--- config.mk ---
export PLATFORM = sky130hd
export DESIGN_NAME = alu_with_carry_flag_core
export DESIGN_NICKNAME = d
export VERILOG_FILES = /design/src/hw/rtl/alu_cf_pkg.sv /design/src/hw/rtl/alu_cf_exec.sv /design/src/hw/rtl/alu_with_carry_flag_core.sv
export SDC_FILE = /design/constraint.sdc
export NUM_CORES = 2
export LEC_CHECK = 0
export ABC_AREA = 1
export BUFFER_PORTS_ARGS = -buffer_cell sky130_fd_sc_hd__buf_2
export CAP_MARGIN = 10
export CORE_AREA = 5 5 382 384
export CTS_BUF_LIST = sky130_fd_sc_hd__clkbuf_4 sky130_fd_sc_hd__clkbuf_8
export DETAILED_ROUTE_END_ITERATION = 8
export DIE_AREA = 0 0 387 389
export GPL_TIMING_DRIVEN = 0
export MAX_ROUTING_LAYER = met4
export PLACE_DENSITY = 0.61
export SLEW_MARGIN = 5
export SYNTH_ARGS = -nofsm -noshare
export SYNTH_HDL_FRONTEND = slang
export SYNTH_HIERARCHICAL = 1
export SYNTH_SLANG_ARGS = --single-unit
--- constraint.sdc ---
create_clock -name clk -period 7.35 [get_ports clk]
set_input_delay 1.1025 -clock clk [delete_from_list [all_inputs] [get_ports clk]]
set_output_delay 1.1025 -clock clk [all_outputs]
set_load 0.02 [all_outputs]
--- src/hw/rtl/alu_cf_pkg.sv ---
// alu_cf_pkg: operation codes and shared types for the carry-flag alu
// no dependencies; imported by alu_cf_exec, alu_with_carry_flag_core and testbench
`default_nettype none

package alu_cf_pkg;

  localparam int unsigned WORD_W  = 32;
  localparam int unsigned FUNC_W  = 5;
  localparam int unsigned COUNT_W = 6;

  localparam logic [FUNC_W-1:0] FUNC_AND  = 5'd0;
  localparam logic [FUNC_W-1:0] FUNC_OR   = 5'd1;
  localparam logic [FUNC_W-1:0] FUNC_XOR  = 5'd2;
  localparam logic [FUNC_W-1:0] FUNC_NOT  = 5'd3;
  localparam logic [FUNC_W-1:0] FUNC_TEST = 5'd4;
  localparam logic [FUNC_W-1:0] FUNC_ADD  = 5'd5;
  localparam logic [FUNC_W-1:0] FUNC_ADC  = 5'd6;
  localparam logic [FUNC_W-1:0] FUNC_SUB  = 5'd7;
  localparam logic [FUNC_W-1:0] FUNC_SBB  = 5'd8;
  localparam logic [FUNC_W-1:0] FUNC_SHL  = 5'd9;
  localparam logic [FUNC_W-1:0] FUNC_SHR  = 5'd10;
  localparam logic [FUNC_W-1:0] FUNC_DSHL = 5'd11;
  localparam logic [FUNC_W-1:0] FUNC_DSHR = 5'd12;
  localparam logic [FUNC_W-1:0] FUNC_MUL  = 5'd13;
  localparam logic [FUNC_W-1:0] FUNC_CLC  = 5'd14;
  localparam logic [FUNC_W-1:0] FUNC_STC  = 5'd15;
  localparam logic [FUNC_W-1:0] FUNC_CMC  = 5'd16;

  localparam logic [COUNT_W-1:0] MAX_SHIFT = 6'd32;

  typedef struct packed {
    logic carry;
    logic zero;
  } acf_flags_t;

endpackage

`default_nettype wire

--- src/hw/rtl/alu_cf_exec.sv ---
// alu_cf_exec: combinational datapath for one alu operation, flags in and out
// depends on alu_cf_pkg
`default_nettype none

module alu_cf_exec
  import alu_cf_pkg::*;
(
  input  wire logic [FUNC_W-1:0]  func,
  input  wire logic [WORD_W-1:0]  operand_a,
  input  wire logic [WORD_W-1:0]  operand_b,
  input  wire logic [COUNT_W-1:0] shift_count,
  input  wire acf_flags_t         flags_in,
  output logic [WORD_W-1:0]       result_low,
  output logic [WORD_W-1:0]       result_high,
  output acf_flags_t              flags_out
);

  logic [COUNT_W-1:0]  cnt;
  logic                cnt_zero;
  logic                cin;
  logic [WORD_W:0]     sum;
  logic [WORD_W:0]     diff;
  logic [2*WORD_W-1:0] shl_a;
  logic [2*WORD_W-1:0] shr_a;
  logic [2*WORD_W-1:0] shl_b;
  logic [2*WORD_W-1:0] shr_b;
  logic [2*WORD_W-1:0] prod;

  // counts above one word saturate
  assign cnt      = (shift_count > MAX_SHIFT) ? MAX_SHIFT : shift_count;
  assign cnt_zero = (cnt == '0);

  // carry in only for adc and sbb
  assign cin  = ((func == FUNC_ADC) || (func == FUNC_SBB)) ? flags_in.carry : 1'b0;
  assign sum  = {1'b0, operand_a} + {1'b0, operand_b} + {{WORD_W{1'b0}}, cin};
  // bit 32 of the difference is the borrow
  assign diff = {1'b0, operand_a} - {1'b0, operand_b} - {{WORD_W{1'b0}}, cin};

  assign shl_a = {{WORD_W{1'b0}}, operand_a} << cnt;
  assign shr_a = {operand_a, {WORD_W{1'b0}}} >> cnt;
  assign shl_b = {{WORD_W{1'b0}}, operand_b} << cnt;
  assign shr_b = {operand_b, {WORD_W{1'b0}}} >> cnt;
  assign prod  = {{WORD_W{1'b0}}, operand_a} * {{WORD_W{1'b0}}, operand_b};

  always_comb begin
    result_low  = '0;
    result_high = '0;
    flags_out   = flags_in;
    case (func)
      FUNC_AND: result_low = operand_a & operand_b;
      FUNC_OR:  result_low = operand_a | operand_b;
      FUNC_XOR: result_low = operand_a ^ operand_b;
      FUNC_NOT: result_low = ~operand_a;
      FUNC_TEST: begin
        flags_out.zero = ((operand_a & operand_b) == '0);
      end
      FUNC_ADD, FUNC_ADC: begin
        result_low      = sum[WORD_W-1:0];
        flags_out.carry = sum[WORD_W];
      end
      FUNC_SUB, FUNC_SBB: begin
        result_low      = diff[WORD_W-1:0];
        flags_out.carry = diff[WORD_W];
      end
      FUNC_SHL: begin
        if (cnt_zero) begin
          result_low = operand_a;
        end else begin
          result_low      = shl_a[WORD_W-1:0];
          flags_out.carry = shl_a[WORD_W];
        end
      end
      FUNC_SHR: begin
        if (cnt_zero) begin
          result_low = operand_a;
        end else begin
          result_low      = shr_a[2*WORD_W-1:WORD_W];
          flags_out.carry = shr_a[WORD_W-1];
        end
      end
      FUNC_DSHL: begin
        if (cnt_zero) begin
          result_low  = operand_b;
          result_high = operand_a;
        end else begin
          result_low      = shl_b[WORD_W-1:0];
          result_high     = operand_a | shl_b[2*WORD_W-1:WORD_W];
          flags_out.carry = 1'b0;
        end
      end
      FUNC_DSHR: begin
        if (cnt_zero) begin
          result_low  = operand_b;
          result_high = operand_a;
        end else begin
          result_low      = shr_b[2*WORD_W-1:WORD_W];
          result_high     = operand_a | shr_b[WORD_W-1:0];
          flags_out.carry = 1'b0;
        end
      end
      FUNC_MUL: begin
        result_low  = prod[WORD_W-1:0];
        result_high = prod[2*WORD_W-1:WORD_W];
      end
      FUNC_CLC: flags_out.carry = 1'b0;
      FUNC_STC: flags_out.carry = 1'b1;
      FUNC_CMC: flags_out.carry = ~flags_in.carry;
      default: begin
        result_low  = '0;
        result_high = '0;
      end
    endcase
  end

endmodule

`default_nettype wire

--- src/hw/rtl/alu_with_carry_flag_core.sv ---
// alu_with_carry_flag_core: top level, input register, alu datapath, result register
// depends on alu_cf_pkg and alu_cf_exec
// The core takes one operation per cycle unless the result register is held full by a
// low out_ready, and returns one result per item, in order. An item waits in the input
// register, then the datapath (adder, shifters, one 32x32 multiplier) produces the
// result and the new carry and zero flags, which are written into the result register
// and the flag registers on the same edge, which also raises out_valid; with out_ready
// held high the core sustains one item per clock. The flags are kept in registers
// between items, so the carry seen by adc, sbb and cmc is the one left by the previous
// item. Reset clears both flags.
`default_nettype none

module alu_with_carry_flag_core
  import alu_cf_pkg::*;
(
  input  wire logic               clk,
  input  wire logic               rst_n,
  input  wire logic               in_valid,
  output logic                    in_ready,
  input  wire logic [FUNC_W-1:0]  in_func,
  input  wire logic [WORD_W-1:0]  in_operand_a,
  input  wire logic [WORD_W-1:0]  in_operand_b,
  input  wire logic [COUNT_W-1:0] in_shift_count,
  output logic                    out_valid,
  input  wire logic               out_ready,
  output logic [WORD_W-1:0]       out_result_low,
  output logic [WORD_W-1:0]       out_result_high,
  output logic                    out_carry_out,
  output logic                    out_zero_out
);

  logic               s1_valid_r;
  logic [FUNC_W-1:0]  s1_func_r;
  logic [WORD_W-1:0]  s1_a_r;
  logic [WORD_W-1:0]  s1_b_r;
  logic [COUNT_W-1:0] s1_cnt_r;

  acf_flags_t         flags_r;
  acf_flags_t         flags_nxt;

  logic               out_valid_r;
  logic [WORD_W-1:0]  res_low_r;
  logic [WORD_W-1:0]  res_high_r;
  logic               res_carry_r;
  logic               res_zero_r;

  logic [WORD_W-1:0]  exec_low;
  logic [WORD_W-1:0]  exec_high;
  logic               advance;

  // the input item moves on when the result register is free or being emptied
  assign advance  = s1_valid_r && (!out_valid_r || out_ready);
  assign in_ready = !s1_valid_r || advance;

  alu_cf_exec u_exec (
    .func        (s1_func_r),
    .operand_a   (s1_a_r),
    .operand_b   (s1_b_r),
    .shift_count (s1_cnt_r),
    .flags_in    (flags_r),
    .result_low  (exec_low),
    .result_high (exec_high),
    .flags_out   (flags_nxt)
  );

  always_ff @(posedge clk) begin
    if (!rst_n) begin
      s1_valid_r  <= 1'b0;
      out_valid_r <= 1'b0;
      flags_r     <= '0;
    end else begin
      if (in_ready) begin
        s1_valid_r <= in_valid;
      end
      if (advance) begin
        out_valid_r <= 1'b1;
        flags_r     <= flags_nxt;
      end else if (out_ready) begin
        out_valid_r <= 1'b0;
      end
    end
  end

  always_ff @(posedge clk) begin
    if (in_valid && in_ready) begin
      s1_func_r <= in_func;
      s1_a_r    <= in_operand_a;
      s1_b_r    <= in_operand_b;
      s1_cnt_r  <= in_shift_count;
    end
    if (advance) begin
      res_low_r   <= exec_low;
      res_high_r  <= exec_high;
      res_carry_r <= flags_nxt.carry;
      res_zero_r  <= flags_nxt.zero;
    end
  end

  assign out_valid       = out_valid_r;
  assign out_result_low  = res_low_r;
  assign out_result_high = res_high_r;
  assign out_carry_out   = res_carry_r;
  assign out_zero_out    = res_zero_r;

  // flags only move when an item passes into the result register
  a_flags_hold: assert property (@(posedge clk) disable iff (!rst_n)
    !advance |=> $stable(flags_r))
    else $error("flags changed without an item advancing");

  // a waiting result always reports the live flags
  a_flags_match: assert property (@(posedge clk) disable iff (!rst_n)
    out_valid_r |-> (res_carry_r == flags_r.carry) && (res_zero_r == flags_r.zero))
    else $error("result flags differ from flag registers");

  a_clc_clears: assert property (@(posedge clk) disable iff (!rst_n)
    advance && (s1_func_r == FUNC_CLC) |=> !flags_r.carry)
    else $error("clc did not clear carry");

  a_stc_sets: assert property (@(posedge clk) disable iff (!rst_n)
    advance && (s1_func_r == FUNC_STC) |=> flags_r.carry)
    else $error("stc did not set carry");

endmodule

`default_nettype wire

### Yosys cells after proc, flatten, opt, wreduce, memory -nomap -nowiden

Index checks and enable logic that the tools add are counted.
Widths: inputs -> output; s select.

| storage, ports and cells | value |
|---|---|
| memory bits (read-only) | 0 |
| latch bits | 0 |
| bits in writable memories | 0 |
| memories | 0 |
| register bits after elaboration | 145 |

| cells by class | value |
|---|---|
| mux-type cells | 17 |
| reductions and logical operators | 14 |
| add/sub/neg operators | 4 |
| div/mod/pow operators | 0 |
| shifts and indexed selects | 4 |
| multiply operators | 1 |
| eq/ne operators | 16 |
| magnitude comparators | 1 |
| bitwise operators | 7 |

Operator list:

| operator | count |
|---|---|
| $pmux 32 s11 | 1 |
| $mux 32 | 6 |
| $shr 64x6->64 | 2 |
| $or 32x32->32 | 3 |
| $pmux 32 s3 | 1 |
| $mul 32x32->64 | 1 |
| $shl 32x6->64 | 1 |
| $eq 5x4->1 const B | 8 |
| $add 32x32->33 | 1 |
| $add 33x1->33 | 1 |
| $shl 32x6->33 | 1 |
| $sub 32x32->33 | 1 |
| $sub 33x1->33 | 1 |
| $and 32x32->32 | 1 |
| $logic_not 32->1 | 1 |
| $not 32->32 | 1 |
| $xor 32x32->32 | 1 |
| $eq 5x3->1 const B | 4 |
| $eq 5x2->1 const B | 2 |
| $pmux 1 s8 | 1 |
| $mux 1 | 7 |
| $gt 6x6->1 const B | 1 |
| $logic_not 6->1 | 1 |
| $mux 6 | 1 |
| 9 further kinds | 15 |

### Longest topological paths before layout

| depth | value |
|---|---|
| depth after elaboration | 6 |
| gate-level depth with buffers | 34 |

### Hierarchy

The synthesis kept the hierarchy.

By module, submodules not included:

| module | instances | area each (sq um) | cells each | seq. area each (sq um) |
|---|---|---|---|---|
| alu_cf_exec | 1 | 52,127.5 | 8,304 | 0.0 |
| alu_with_carry_flag_core | 1 | 4,414.2 | 166 | 4,314.1 |

### Least setup slack after synthesis

Ideal clock, no wire load.

| timing path | value |
|---|---|
| path kind | register to register |
| from | register s1_b_r[8] |
| to | register res_high_r[12], in the netlist out_result_high[12], data pin |
| period minus slack after synthesis | 6,633 ps |
| setup slack | 717 ps |
| setup time | 264 ps |
| data arrival time | 6,369 ps |
| stages on the path, launching flop included | 29 |
| buffers on the path | 2 |
| cells stage by stage | edfxtp_1 > clkbuf_1 > clkbuf_1 > nand2_1 > fa_1 > inv_1 > fa_1 > inv_1 > fa_1 > inv_1 > fa_1 > fa_1 > inv_1 > fa_1 > fa_1 > fa_1 > inv_1 > ha_1 > nand2_1 > nor2_1 > inv_1 > nor2_1 > inv_1 > nor2_1 > nand3_1 > nand3_1 > a21oi_1 > o21ai_0 > nand3_1 |

| on the way | value |
|---|---|
| word-level cells in the longest chain between the ends | 4 |

RTL lines:

| item | line | text |
|---|---|---|
| start: declaration | alu_with_carry_flag_core.sv:35 | `logic [WORD_W-1:0] s1_b_r;` |
| start signal: assignment | alu_with_carry_flag_core.sv:88 | `s1_b_r <= in_operand_b;` |
| parallel branches: the longest is 3 deep, another holds $mul 32x32->64 | -- |  |
| $pmux 32 s3 * | alu_cf_exec.sv:49 | `case (func)` |
| via exec_high[12] | alu_with_carry_flag_core.sv:48 | `logic [WORD_W-1:0] exec_high;` |
| end signal: assignment | alu_with_carry_flag_core.sv:93 | `res_high_r <= exec_high;` |
| end: declaration | alu_with_carry_flag_core.sv:43 | `logic [WORD_W-1:0] res_high_r;` |

Mark *: on every way through the listed nets, which the timed path passes.
A chain may end at the register's enable or synchronous reset.

### Final worst setup path

| timing path | value |
|---|---|
| from | register s1_a_r[21] |
| to | register res_low_r[28], in the netlist out_result_low[28], data pin |

| on the way | value |
|---|---|
| word-level cells in the longest chain between the ends | 3 |

RTL lines:

| item | line | text |
|---|---|---|
| start: declaration | alu_with_carry_flag_core.sv:34 | `logic [WORD_W-1:0] s1_a_r;` |
| start signal: assignment | alu_with_carry_flag_core.sv:87 | `s1_a_r <= in_operand_a;` |
| parallel branches: the longest is 2 deep, another holds $mul 32x32->64 | -- |  |
| $pmux 32 s11 * | alu_cf_exec.sv:49 |  |
| via exec_low[28] | alu_with_carry_flag_core.sv:47 | `logic [WORD_W-1:0] exec_low;` |
| end signal: assignment | alu_with_carry_flag_core.sv:92 | `res_low_r <= exec_low;` |
| end: declaration | alu_with_carry_flag_core.sv:42 | `logic [WORD_W-1:0] res_low_r;` |

Marks and branches as above.

==> flow_results.org <==
** Logic synthesis
- After synthesis, the mean cell area works out to 6.68 µm².
- The number of nets handed over by synthesis was 9839.
- For this run, the number of Yosys warnings is 6.
- Among all flip-flop cells after synthesis, the most frequent one is sky130_fd_sc_hd__edfxtp_1.
- Synthesis produced a netlist whose cell count is 8470.
- For this run, the register share of the synthesized area comes to 0.0763.
- Number of distinct standard cells referenced by the synthesized netlist :: 54
- The synthesized netlist occupies a cell area of 56500 µm².
- In this run, synthesis inferred 141 flip-flops with an integrated enable.
- Synthesis inferred 145 register bits.
- Async set-or-reset flop fraction in the synthesized netlist :: 0

** Global routing
- For this run, the total global-route usage over all layers was measured as 0.527.
- Via count of the first global-routing pass :: 63.4k
- Entering global routing, the biggest net connects 63 pins.
- The first global-routing pass estimated 529000 µm of wire.
- Overall overflow remaining after global route :: 0
- The initial antenna violation count is 38.

** Final layout
- Filler Cell Count :: 14.5k
- Share of layout cells above drive strength 1 :: 0.157
- Area grow syn2layout :: 20.4%
- Leaving out fill and tap cells, the most frequent cell in the layout is sky130_fd_sc_hd__nand2_1.
- Excluding fillers, the count of instances in the completed layout stands at 10.9k.
- The multi-input combinational cells in the finished layout cover a total of 46500 µm².
- The final layout contains 10.3k nets.
- Highest-count cells in the layout ignoring fill and taps :: 2514 x sky130_fd_sc_hd__nand2_1, 1815 x sky130_fd_sc_hd__inv_1, 837 x sky130_fd_sc_hd__fa_1, 775 x sky130_fd_sc_hd__nand3_1, 345 x sky130_fd_sc_hd__ha_1
- Registers take 4310 µm².

** Critical path
- Buffers & Inverters on Critical Path :: 5
- Nature of the critical path endpoint :: flip-flop
- At the worst endpoint, the required time is 7.74 ns.
- Along the worst path, the maximum fanout reaches 8.
- The setup path with the least slack is of type reg2reg.
- Launch point of the worst reg-to-reg path :: s1_a_r[21]
- Arrival @ worst endpoint :: 8.11 ns
- For this design, the slowest cell found on the critical path is sky130_fd_sc_hd__fa_2.
- Setup crit start kind :: flip-flop
- Measured in cells, the most critical reg-to-reg path has a length of 26.
- Top Family by Delay on Critical Path :: adder cells
- Flop-to-flop setup slack :: -0.37 ns
- Reg-to-Reg End :: out_result_low[28]
- Most Frequent Cell on Critical Path :: sky130_fd_sc_hd__fa_1
- Maximum cell stage delay along the critical path :: 0.69 ns

** Run
- Number of max-cap violations :: 9

** Timing
- Final hold vios :: 0
- Fmax :: 129 MHz
- Final setup violation count :: 44
- Measured against its own limit, the worst slew margin works out to -0.0430.
- Subtracting the final worst setup slack from the clock period gives 7.72 ns.
- Post-layout worst setup margin :: -0.374 ns
- Measured slew at the worst slew-check pin :: 1.56 ns
- Fin Setup TNS :: -6.65 ns
- Count of pins over their slew limit :: 84
- Setup clock skew after layout :: 0.0515 ns
- Setup repair after global routing could not meet its margin everywhere.
- Of the available clock period, the critical path in the final layout requires 1.05.
- Hold timing on the final database bottoms out at a slack of 0.601 ns.

** CTS
- Root buffer cell :: sky130_fd_sc_hd__clkbuf_8
- Clock tree synthesis inserted a total of 17 buffers.
- Clock-pin slew was measured on the worst setup and hold paths at 0.14 ns.
- TritonCTS built the clock tree.
- # clock sinks :: 145
- Clock latency on the worst-skew pair :: 0.66 ns
- CTS Buffer Depth :: 2
- Number of H-tree levels :: 4

** Floorplanning
- Area of the core region :: 142000 µm²
- Die boundary width :: 387 µm
- During I/O placement, the number of pins put on the boundary was 147.
- The initial utilization of the core area, before any placement, comes to 0.397.
- The die covers 151000 µm².
- Std cell rows :: 139
- Height of the die :: 389 µm

** Placed design
- Global placer's final weighted congestion :: 1.20
- Placed Cells incl. Taps :: 10.5k
- Port Buf Inserts :: 146
- Detailed placement finished with a half-perimeter wire length of 314000 µm.
- Worst slack, placed :: -2.96 ns

** Detailed routing
- Post-detailed-route count of antenna-violating nets :: 0
- After detailed routing, the average wire length per cell comes to 36.7 µm.
- Via-per-instance ratio :: 6.18
- The detailed router placed 67.3k vias in this run.
- For this run, design rule violations remaining after detail routing come to 4.
- Number of DRC markers after the initial detailed-route iteration :: 11.3k
- The routed design has 399000 µm of wire.
- Detailed Routing Iterations Pass 1 :: 9

** Min path
- Cell depth of the worst hold path :: 1
- The min-delay analysis places its worst path in the category in2reg.
- Launch instance of the worst min-delay path :: in_operand_a[23]
- Endpoint with the worst hold slack :: s1_a_r[23]

** Run status
- Result of the run :: finished, violations left
- Failing checks :: design-rule violations, max-capacitance violations, max-slew violations, negative setup slack
-- layout make-up --
cell class                      instances  area share
Tap cell                             1903      0.0350
Buffer                                412      0.0561
Sequential cell                       145      0.0634
Timing Repair Buffer                  442      0.0505
Inverter                             1895       0.105
Antenna cell                           46     0.00169
Clock inverter                         14     0.00241
Multi-Input combinational cell       6011       0.683
Clock buffer                           18     0.00355
-- cell families (layout without fill, tap and decap cells) --
kind of cell	Yosys count	in the layout	synth area share
xor gates and xnor gates	11	11	0.00170
and+or+nand+nor	4102	4102	0.301
adders and majority gates	1290	1290	0.405
DFF	145	145	0.0763
buffers and inverters	2314	2781	0.157
other	0	46	0
AOI/OAI and AO/OA	608	608	0.0592
-- how the worst max path moves through the flow --
stage | startpoint | to | slack (ns) | cells after the start
finish | s1_a_r[21] | out_result_low[28] | -0.37 | 26
global route | s1_a_r[21] | out_result_low[28] | -0.36 | 26
CTS | s1_a_r[20] | out_result_low[29] | -0.07 | 24
detailed placement | s1_a_r[17] | out_result_low[29] | -2.96 | 26
global placement | s1_a_r[14] | out_result_low[29] | -3.02 | 26
floorplan | s1_b_r[8] | out_result_high[12] | 0.72 | 28
-- layer usage --
layer / track usage / up-vias / wire length, µm
li1: - / 26600 / -
met1: 0.663 / 32900 / 149000
met2: 0.657 / 6202 / 145000
met3: 0.270 / 1589 / 71300
met4: 0.328 / 0 / 34100
met5: - / - / 0
-- cells in the mapped netlist (16+ instances only) --
cell | number | area [µm²]
sky130_fd_sc_hd__nor2_1 | 365 | 1370
sky130_fd_sc_hd__buf_2 | 77 | 385
sky130_fd_sc_hd__buf_1 | 39 | 146
sky130_fd_sc_hd__o21ai_0 | 175 | 876
sky130_fd_sc_hd__nand3_1 | 881 | 4410
sky130_fd_sc_hd__nor3_1 | 37 | 185
sky130_fd_sc_hd__o22ai_1 | 31 | 194
sky130_fd_sc_hd__nor4_1 | 19 | 119
sky130_fd_sc_hd__edfxtp_1 | 141 | 4230
sky130_fd_sc_hd__clkbuf_1 | 284 | 1070
sky130_fd_sc_hd__nand4_1 | 94 | 588
sky130_fd_sc_hd__o211ai_1 | 22 | 165
sky130_fd_sc_hd__inv_1 | 1879 | 7050
sky130_fd_sc_hd__nand3b_1 | 16 | 120
sky130_fd_sc_hd__o21bai_1 | 21 | 158
sky130_fd_sc_hd__fa_1 | 899 | 18000
sky130_fd_sc_hd__a21oi_1 | 242 | 1210
sky130_fd_sc_hd__ha_1 | 391 | 4890
sky130_fd_sc_hd__nand2_1 | 2653 | 9960
sky130_fd_sc_hd__o21ai_1 | 67 | 335
-- stage by stage --
stage | cell area [µm²] | utilization
floorplan | 56500 | -
global placement | 59700 | 0.419
detailed placement | 59900 | 0.420
CTS | 65700 | 0.461
global route | 68000 | 0.478
finish | 68100 | 0.478
-- timing repair --
action / in CTS / in global routing
cloned: 0 / 3
hold buffers: 0 / 0
gates resized for setup: 1028 / 465
setup buffers: 203 / 76
setup endpoints to repair: 55 / 54
pin swaps: 168 / 216
-- registers in the layout (all words and copies together), names as in the netlist --
name             flops
s1_func_r            5
s1_a_r              32
out_zero_out         1
out_carry_out        1
out_result_low      32
out_result_high     32
flags_r              2
s1_b_r              32
s1_valid_r           1
s1_cnt_r             6
out_valid            1
Power is not shown: default switching activity piles up to over one toggle a cycle in this logic, so the estimate is an artifact.
